--- config.mk ---
export PLATFORM = sky130hd
export DESIGN_NAME = buffer_pool_tag_manager
export DESIGN_NICKNAME = d
export VERILOG_FILES = /design/src/hdl/bpt_pkg.sv /design/src/hdl/bpt_cell.sv /design/src/hdl/buffer_pool_tag_manager.sv
export SDC_FILE = /design/constraint.sdc
export NUM_CORES = 2
export LEC_CHECK = 0
export BUFFER_PORTS_ARGS = -buffer_cell sky130_fd_sc_hd__buf_2
export CAP_MARGIN = 20
export CORE_ASPECT_RATIO = 0.75
export CORE_MARGIN = 2
export CORE_UTILIZATION = 38
export DETAILED_ROUTE_END_ITERATION = 7
export GPL_TIMING_DRIVEN = 1
export PLACE_DENSITY_LB_ADDON = 0.2
export SYNTH_ARGS = -nofsm -noshare
export SYNTH_HDL_FRONTEND = slang
export SYNTH_SLANG_ARGS = --single-unit
--- constraint.sdc ---
create_clock -name aclk -period 4.8 [get_ports aclk]
set_input_delay 0.24 -clock aclk [delete_from_list [all_inputs] [get_ports aclk]]
set_output_delay 0.24 -clock aclk [all_outputs]
set_load 0.02 [all_outputs]
--- src/hdl/bpt_pkg.sv ---
package bpt_pkg;

    localparam int NUM_SLOTS_DEF = 32;
    localparam int DISK_SIZE_DEF = 8192;

    localparam int REQ_W      = 2;
    localparam int BLK_W      = 16;
    localparam int STATUS_W   = 2;
    localparam int SLOT_IDX_W = 5;
    localparam int WB_BLK_W   = 13;
    localparam int AGE_W      = 6;

    localparam logic [AGE_W-1:0] AGE_MAX = '1;

    localparam logic [REQ_W-1:0] REQ_ALLOC  = 2'd0;
    localparam logic [REQ_W-1:0] REQ_LOOKUP = 2'd1;
    localparam logic [REQ_W-1:0] REQ_DIRTY  = 2'd2;

    localparam logic [STATUS_W-1:0] ST_OK    = 2'd0;
    localparam logic [STATUS_W-1:0] ST_BOUND = 2'd1;
    localparam logic [STATUS_W-1:0] ST_MISS  = 2'd2;

    typedef struct packed {
        logic [REQ_W-1:0] req_type;
        logic [BLK_W-1:0] block_num;
    } bpt_in_t;

    typedef struct packed {
        logic [STATUS_W-1:0]   status;
        logic [SLOT_IDX_W-1:0] slot_index;
        logic                  writeback_valid;
        logic [WB_BLK_W-1:0]   writeback_block;
    } bpt_out_t;

    // search record handed from cell to cell
    typedef struct packed {
        logic             free_found;
        logic             best_found;
        logic             best_dirty;
        logic [AGE_W-1:0] best_age;
        logic             hit_found;
    } bpt_rec_t;

    // update broadcast to all cells at the end of a request
    typedef struct packed {
        logic en;
        logic alloc;
        logic mark;
    } bpt_cmt_t;

endpackage

--- src/hdl/bpt_cell.sv ---
module bpt_cell
    import bpt_pkg::*;
#(
    parameter int IW       = 5,
    parameter int BW       = 13,
    parameter int CELL_IDX = 0
) (
    input  logic             aclk,
    input  logic             aresetn,
    input  logic [REQ_W-1:0] req,
    input  logic [BW-1:0]    blk,
    input  logic             in_tok,
    input  bpt_rec_t         in_rec,
    input  logic [IW-1:0]    in_free_idx,
    input  logic [IW-1:0]    in_best_idx,
    input  logic [IW-1:0]    in_hit_idx,
    input  logic [BW-1:0]    in_best_block,
    output logic             out_tok,
    output bpt_rec_t         out_rec,
    output logic [IW-1:0]    out_free_idx,
    output logic [IW-1:0]    out_best_idx,
    output logic [IW-1:0]    out_hit_idx,
    output logic [BW-1:0]    out_best_block,
    input  bpt_cmt_t         cmt,
    input  logic [IW-1:0]    cmt_idx
);

    localparam logic [IW-1:0] MY_IDX = IW'(CELL_IDX);

    logic             valid_reg;
    logic             dirty_reg;
    logic [AGE_W-1:0] age_reg;
    logic [BW-1:0]    block_reg;
    logic             tok_reg;
    bpt_rec_t         rec_reg;
    logic [IW-1:0]    free_idx_reg;
    logic [IW-1:0]    best_idx_reg;
    logic [IW-1:0]    hit_idx_reg;
    logic [BW-1:0]    best_block_reg;

    bpt_rec_t         rec_next;
    logic [IW-1:0]    free_idx_next;
    logic [IW-1:0]    best_idx_next;
    logic [IW-1:0]    hit_idx_next;
    logic [BW-1:0]    best_block_next;
    logic [AGE_W-1:0] aged;
    logic             is_alloc;
    logic             hit;
    logic             mine;

    assign is_alloc = (req == REQ_ALLOC);
    assign hit      = valid_reg && (block_reg == blk);
    assign aged     = (valid_reg && age_reg != AGE_MAX) ? age_reg + AGE_W'(1) : age_reg;
    assign mine     = cmt.en && (cmt_idx == MY_IDX);

    always_comb begin
        rec_next        = in_rec;
        free_idx_next   = in_free_idx;
        best_idx_next   = in_best_idx;
        hit_idx_next    = in_hit_idx;
        best_block_next = in_best_block;
        if (is_alloc) begin
            if (!in_rec.free_found && !valid_reg) begin
                rec_next.free_found = 1'b1;
                free_idx_next       = MY_IDX;
            end
            if (!in_rec.best_found || aged > in_rec.best_age) begin
                rec_next.best_found = 1'b1;
                rec_next.best_age   = aged;
                rec_next.best_dirty = dirty_reg;
                best_idx_next       = MY_IDX;
                best_block_next     = block_reg;
            end
        end else if (!in_rec.hit_found && hit) begin
            rec_next.hit_found = 1'b1;
            hit_idx_next       = MY_IDX;
        end
    end

    always_ff @(posedge aclk) begin
        if (!aresetn) begin
            valid_reg <= 1'b0;
            dirty_reg <= 1'b0;
            age_reg   <= '0;
            tok_reg   <= 1'b0;
        end else begin
            tok_reg <= in_tok;
            if (in_tok && is_alloc) begin
                age_reg <= aged;
            end
            if (mine && cmt.alloc) begin
                valid_reg <= 1'b1;
                dirty_reg <= 1'b0;
                age_reg   <= '0;
            end
            if (mine && cmt.mark) begin
                dirty_reg <= 1'b1;
            end
        end
    end

    always_ff @(posedge aclk) begin
        if (mine && cmt.alloc) begin
            block_reg <= blk;
        end
        if (in_tok) begin
            rec_reg        <= rec_next;
            free_idx_reg   <= free_idx_next;
            best_idx_reg   <= best_idx_next;
            hit_idx_reg    <= hit_idx_next;
            best_block_reg <= best_block_next;
        end
    end

    assign out_tok        = tok_reg;
    assign out_rec        = rec_reg;
    assign out_free_idx   = free_idx_reg;
    assign out_best_idx   = best_idx_reg;
    assign out_hit_idx    = hit_idx_reg;
    assign out_best_block = best_block_reg;

endmodule

--- src/hdl/buffer_pool_tag_manager.sv ---
// Allocate, lookup and mark-dirty: a sweep token walks the row of slot cells, one cell per cycle,
// then the pick is committed; the block takes one request at a time.
// Out-of-bound and unused request codes skip the sweep and commit nothing to the slot cells.
// Synchronous active-low reset: every slot free, clean, age zero; ready once reset is released.
module buffer_pool_tag_manager
    import bpt_pkg::*;
#(
    parameter int NUM_SLOTS = NUM_SLOTS_DEF,
    parameter int DISK_SIZE = DISK_SIZE_DEF
) (
    input  logic     aclk,
    input  logic     aresetn,
    input  logic     s_valid,
    output logic     s_ready,
    input  bpt_in_t  s_word,
    output logic     m_valid,
    input  logic     m_ready,
    output bpt_out_t m_word
);

    localparam int IW = (NUM_SLOTS > 1) ? $clog2(NUM_SLOTS) : 1;
    localparam int BW = (DISK_SIZE > 1) ? $clog2(DISK_SIZE) : 1;
    localparam logic [BLK_W:0] DISK_LIM = (BLK_W + 1)'(DISK_SIZE);

    typedef enum logic [1:0] {IDLE, SWEEP, DONE} state_t;

    state_t              state_reg;
    logic                start_reg;
    logic [REQ_W-1:0]    req_reg;
    logic [BW-1:0]       blk_reg;
    logic                bypass_reg;
    logic [STATUS_W-1:0] bypass_status_reg;
    logic                m_valid_reg;
    bpt_out_t            m_word_reg;

    logic     tok        [NUM_SLOTS+1];
    bpt_rec_t rec        [NUM_SLOTS+1];
    logic [IW-1:0] free_idx [NUM_SLOTS+1];
    logic [IW-1:0] best_idx [NUM_SLOTS+1];
    logic [IW-1:0] hit_idx  [NUM_SLOTS+1];
    logic [BW-1:0] best_blk [NUM_SLOTS+1];

    bpt_cmt_t      cmt;
    logic [IW-1:0] cmt_idx;
    bpt_out_t      res;
    logic          out_free;
    logic          finish;
    logic          accept;
    logic          in_bound;
    bpt_rec_t      end_rec;

    assign tok[0]      = start_reg;
    assign rec[0]      = '0;
    assign free_idx[0] = '0;
    assign best_idx[0] = '0;
    assign hit_idx[0]  = '0;
    assign best_blk[0] = '0;

    for (genvar g = 0; g < NUM_SLOTS; g++) begin : g_cell
        bpt_cell #(
            .IW       (IW),
            .BW       (BW),
            .CELL_IDX (g)
        ) u_cell (
            .aclk           (aclk),
            .aresetn        (aresetn),
            .req            (req_reg),
            .blk            (blk_reg),
            .in_tok         (tok[g]),
            .in_rec         (rec[g]),
            .in_free_idx    (free_idx[g]),
            .in_best_idx    (best_idx[g]),
            .in_hit_idx     (hit_idx[g]),
            .in_best_block  (best_blk[g]),
            .out_tok        (tok[g+1]),
            .out_rec        (rec[g+1]),
            .out_free_idx   (free_idx[g+1]),
            .out_best_idx   (best_idx[g+1]),
            .out_hit_idx    (hit_idx[g+1]),
            .out_best_block (best_blk[g+1]),
            .cmt            (cmt),
            .cmt_idx        (cmt_idx)
        );
    end

    assign end_rec  = rec[NUM_SLOTS];
    assign s_ready  = aresetn && (state_reg == IDLE);
    assign accept   = s_valid && s_ready;
    assign in_bound = {1'b0, s_word.block_num} < DISK_LIM;
    assign out_free = !m_valid_reg || m_ready;
    assign finish   = out_free
                      && ((state_reg == SWEEP && tok[NUM_SLOTS]) || state_reg == DONE);

    always_comb begin
        res       = '0;
        cmt.alloc = 1'b0;
        cmt.mark  = 1'b0;
        cmt_idx   = hit_idx[NUM_SLOTS];
        if (bypass_reg) begin
            res.status = bypass_status_reg;
        end else begin
            case (req_reg)
                REQ_ALLOC: begin
                    cmt.alloc = 1'b1;
                    cmt_idx   = end_rec.free_found ? free_idx[NUM_SLOTS] : best_idx[NUM_SLOTS];
                    res.slot_index = SLOT_IDX_W'(cmt_idx);
                    if (!end_rec.free_found && end_rec.best_dirty) begin
                        res.writeback_valid = 1'b1;
                        res.writeback_block = WB_BLK_W'(best_blk[NUM_SLOTS]);
                    end
                end
                REQ_LOOKUP, REQ_DIRTY: begin
                    if (end_rec.hit_found) begin
                        res.slot_index = SLOT_IDX_W'(hit_idx[NUM_SLOTS]);
                        cmt.mark       = (req_reg == REQ_DIRTY);
                    end else begin
                        res.status = ST_MISS;
                    end
                end
                default: begin
                    res.status = ST_MISS;
                end
            endcase
        end
        cmt.en = finish && !bypass_reg;
    end

    always_ff @(posedge aclk) begin
        if (!aresetn) begin
            state_reg         <= IDLE;
            start_reg         <= 1'b0;
            req_reg           <= REQ_ALLOC;
            blk_reg           <= '0;
            bypass_reg        <= 1'b0;
            bypass_status_reg <= ST_OK;
            m_valid_reg       <= 1'b0;
            m_word_reg        <= '0;
        end else begin
            start_reg <= 1'b0;
            case (state_reg)
                IDLE: begin
                    if (accept) begin
                        req_reg <= s_word.req_type;
                        blk_reg <= BW'(s_word.block_num);
                        if (s_word.req_type != REQ_ALLOC && s_word.req_type != REQ_LOOKUP
                            && s_word.req_type != REQ_DIRTY) begin
                            bypass_reg        <= 1'b1;
                            bypass_status_reg <= ST_MISS;
                            state_reg         <= DONE;
                        end else if (!in_bound) begin
                            bypass_reg        <= 1'b1;
                            bypass_status_reg <= ST_BOUND;
                            state_reg         <= DONE;
                        end else begin
                            bypass_reg <= 1'b0;
                            start_reg  <= 1'b1;
                            state_reg  <= SWEEP;
                        end
                    end
                end
                SWEEP: begin
                    if (tok[NUM_SLOTS]) begin
                        state_reg <= finish ? IDLE : DONE;
                    end
                end
                DONE: begin
                    if (finish) begin
                        state_reg <= IDLE;
                    end
                end
                default: begin
                    state_reg <= IDLE;
                end
            endcase
            if (finish) begin
                m_valid_reg <= 1'b1;
                m_word_reg  <= res;
            end else if (m_valid_reg && m_ready) begin
                m_valid_reg <= 1'b0;
            end
        end
    end

    assign m_valid = m_valid_reg;
    assign m_word  = m_word_reg;

endmodule

==> impl_table.tex <==
\begin{tabular}{lr}
\hline
Metric & Value \\
\hline
\multicolumn{2}{l}{\textbf{Worst setup path}} \\
Class of the most critical setup path & flop to flop \\
Internal reg-to-reg setup slack & approximately 890 ps \\
Critical path arrival & 4470 ps \\
Number of cells on the worst reg-to-reg path & 12 \\
Crit end category & flop \\
Data required, critical path & 5360 ps \\
Destination of the worst register-to-register timing path & g\_cell[27].u\_cell.out\_rec[7]\$\_DFFE\_PP\_ \\
Worst R2R Start & g\_cell[27].u\_cell.age\_reg[0]\$\_SDFFE\_PP0P\_ \\
Start point of the critical path & g\_cell[27].u\_cell.age\_reg[0]\$\_SDFFE\_PP0P\_ \\
CP endpoint & g\_cell[27].u\_cell.out\_rec[7]\$\_DFFE\_PP\_ \\
Startpoint kind of the worst setup timing path & flop \\
Maximum fanout along the worst path & 19 \\
\multicolumn{2}{l}{\textbf{Clock network}} \\
Post-CTS resize count & 0 \\
Cts bufs inserted & 192 \\
Clk pin slew, worst setup/hold paths & 60 ps \\
Clock root buffer & sky130\_fd\_sc\_hd\_\_clkbuf\_16 \\
Worst-Skew Late Latency & about 850 ps \\
\# clock sinks & 1,863 \\
Deepest clock path buffer count & 4 \\
CTS tree & built \\
H-tree level count & 4 \\
\multicolumn{2}{l}{\textbf{Global routing}} \\
Global-route wire length before repair & around 290,000 um \\
Antenna violations before repair & 8 \\
Total global routing overflow & 0 \\
Met1 usage in global routing & 0.268 \\
Pin count of the biggest net entering global routing & 84 \\
Overall routing resource usage & 0.166 \\
Met2 usage & 0.233 \\
Number of global-route vias before repair & roughly 46,000 \\
GR peak layer & met1 \\
Met3 Track Usage GR & 0.0245 \\
\multicolumn{2}{l}{\textbf{Route}} \\
Routed vias & 46,800 \\
Antenna viol nets, final & 0 \\
Via density & approximately 5 \\
Count of TritonRoute iterations in the first routing pass & 5 \\
Avg WL per Cell & 20.0 um \\
Number of DRC markers after the initial detailed-route iteration & 3,800 \\
Sum of routed wire length over all layers & $\sim$190,000 um \\
Total DRC errors in the routed layout & 0 \\
\multicolumn{2}{l}{\textbf{Floorplan}} \\
Standard cell core area & 217,000 um\^{}2 \\
Number of core rows & 148 \\
Initial cell density of the core & 0.383 \\
Die Area & 223,000 um\^{}2 \\
Boundary Pins & 45 \\
Chip Height & 409 um \\
Horizontal extent of the die & about 540 um \\
\multicolumn{2}{l}{\textbf{Power}} \\
Pwr/cell area & 361 nW/um\^{}2 \\
Leakage power summed over all cells & between 30 and 40 nW \\
Worst-case vdd ir drop & 244 uV \\
Total power consumption of the routed design & 0.0339 W \\
\multicolumn{2}{l}{\textbf{Timing}} \\
Fin crit share & 0.814 \\
Worst Hold Margin & $\sim$150 ps \\
Worst-case clock skew & $\sim$57 ps \\
Minimum clock period after layout & 3910 ps \\
Unrepaired setup endpoints after global routing & no \\
Slew Limit Fails & 0 \\
Final setup violating endpoints & 0 \\
Total negative setup slack & 0 ps \\
Normalized max-slew margin & 0.295 \\
Pin slew with the least headroom to its limit & $\sim$1100 ps \\
Number of failing hold endpoints at the final stage & 0 \\
Fmax & 0.256 GHz \\
\multicolumn{2}{l}{\textbf{Yosys}} \\
Sequential area share after synthesis & 0.632 \\
Number of enable flip-flop cells after synthesis & 1,532 \\
Total of flip-flops plus latches after synthesis & 1,863 \\
Number of nets in the synthesized netlist & about 6,300 \\
Cell area after synthesis & 83,300 um\^{}2 \\
Number of synthesis warnings & 0 \\
Dominant synthesized flop cell & sky130\_fd\_sc\_hd\_\_edfxtp\_1 \\
Synthesized instance count & 6,052 \\
Post-synthesis area per instance & 13.8 um\^{}2 \\
Count of different cell masters after synthesis & 61 \\
FFs w/ async S/R, synth & 0 \\
\multicolumn{2}{l}{\textbf{Cells and area}} \\
Commonest non-fill, non-tap cells in the layout & sky130\_fd\_sc\_hd\_\_edfxtp\_1 (1,532), sky130\_fd\_sc\_hd\_\_mux2\_2 (652), sky130\_fd\_sc\_hd\_\_xor2\_1 (492) \\
Most common library cell in the layout ignoring fill and taps & sky130\_fd\_sc\_hd\_\_edfxtp\_1 \\
Fillcell total & 19,700 \\
Non-filler cells in the finished layout & 9,310 \\
Share of layout cells above drive strength 1 & 0.231 \\
Summed area of non-filler cells in the final layout & 93,800 um\^{}2 \\
Final Net Count & 6,470 \\
Layout Area Growth over Synthesis & 12.6\% \\
\multicolumn{2}{l}{\textbf{Placement}} \\
Detailed placement HPWL & 128,000 um \\
DP Area & $\sim$87,000 um\^{}2 \\
Buffers added on ports & 44 \\
Dpl cells & between 8,000 and 9,000 \\
Routability congestion estimate from global placement & 0.785 \\
\multicolumn{2}{l}{\textbf{Status}} \\
Status & completed \\
\multicolumn{2}{l}{\textbf{Run}} \\
Maxcap violations & 0 \\
\multicolumn{2}{l}{\textbf{Hold path}} \\
Path type of the worst min-delay path & primary input to flop \\
\hline
\end{tabular}
## Yosys cell counts, drive strengths merged (2+ instances only)
library cell	instances	area, um^2
a211oi	4	30.0
a21o	16	120
a21oi	114	571
a221oi	16	245
a22oi	17	128
a2bb2oi	2	17.5
a311oi	4	35.0
a31oi	5	31.3
a41oi	5	43.8
and2	48	300
and3	51	319
and3b	15	131
and4	16	140
buf	125	627
clkbuf	75	282
dfxtp	331	6630
edfxtp	1532	46000
ha	221	2770
inv	272	1020
mux2	672	7580
mux2i	63	681
nand2	216	811
nand2b	120	751
nand3	162	811
nand3b	18	135
nand4	106	903
nor2	387	1450
nor2b	193	1210
nor3	26	130
nor4	102	638
o2111ai	25	219
o21a	36	270
o21ai	133	846
o221a	16	180
o22ai	32	200
o31ai	2	15.0
or2	256	1600
xnor2	116	1020
xor2	492	4310
## metrics by stage
step	setup slack, ps	util
2_1_floorplan	1350	-
3_3_place_gp	862	0.402
3_5_place_dp	927	0.402
4_1_cts	878	0.431
5_1_grt	520	0.431
6_report	894	0.431
## logic make-up after synthesis
kind of cell / Yosys count / share of synthesized area
adder cells (fa/ha/maj): 221 / 0.0332
AO/OA/AOI/OAI: 432 / 0.0360
multiplexers: 735 / 0.0992
flip-flops: 1863 / 0.632
AND/OR/NAND/NOR: 1720 / 0.112
buffers and inverters: 473 / 0.0232
XOR/XNOR: 608 / 0.0639
## where the power goes
group	internal, W	switching, W
Combinational	0.000543	0.000855
Sequential	0.0174	0.000174
Clock	0.00857	0.00629
## timing repair
item	CTS	global route
hold buffers	22	0
buffers inserted	0	0
endpoints found under the hold margin	49	0
## worst max-delay path, cell delays in order, from the launching register on
cell and delay [ps]:
sky130_fd_sc_hd__dfxtp_1 400, sky130_fd_sc_hd__ha_1 220, sky130_fd_sc_hd__nand3_1 120, sky130_fd_sc_hd__o21ai_0 420
sky130_fd_sc_hd__nor2_1 120, sky130_fd_sc_hd__xor2_1 180, sky130_fd_sc_hd__ha_1 310, sky130_fd_sc_hd__and4_1 230
sky130_fd_sc_hd__o21ai_0 90, sky130_fd_sc_hd__and3b_1 190, sky130_fd_sc_hd__a221oi_2 580, sky130_fd_sc_hd__buf_4 390
sky130_fd_sc_hd__mux2_2 370
## cell type report
| type | instances | area, um^2 | share of cell area |
|---|---|---|---|
| Sequential cell | 1863 | 52700 | 0.562 |
| Multi-Input combinational cell | 3716 | 28800 | 0.307 |
| Clock buffer | 261 | 5390 | 0.0575 |
| Tap cell | 2925 | 3660 | 0.0390 |
| Timing Repair Buffer | 181 | 1370 | 0.0146 |
| Inverter | 273 | 1030 | 0.0110 |
| Clock inverter | 89 | 815 | 0.00869 |
| Antenna cell | 2 | 5.00 | 0.0000534 |
## worst min path at each step
stage	depth (start not counted)	slack, ps	end	start
floorplan	2	350	req_reg[0]$_SDFFE_PN0P_	s_word[16]
finish	4	150	blk_reg[0]$_SDFFE_PN0P_	s_word[0]
global route	4	130	blk_reg[0]$_SDFFE_PN0P_	s_word[0]
CTS	4	90	blk_reg[5]$_SDFFE_PN0P_	s_word[5]
detailed placement	2	430	bypass_status_reg[0]$_SDFFE_PN0P_	bypass_status_reg[0]$_SDFFE_PN0P_
global placement	2	430	bypass_status_reg[0]$_SDFFE_PN0P_	bypass_status_reg[0]$_SDFFE_PN0P_
## per-layer routing
| layer | up-vias | routed length, um |
|---|---|---|
| li1 | 22300 | - |
| met1 | 23400 | 97600 |
| met2 | 916 | 76600 |
| met3 | 226 | 9280 |
| met4 | 0 | 3110 |
| met5 | - | 0 |
Power figures use the tool's default switching activity.
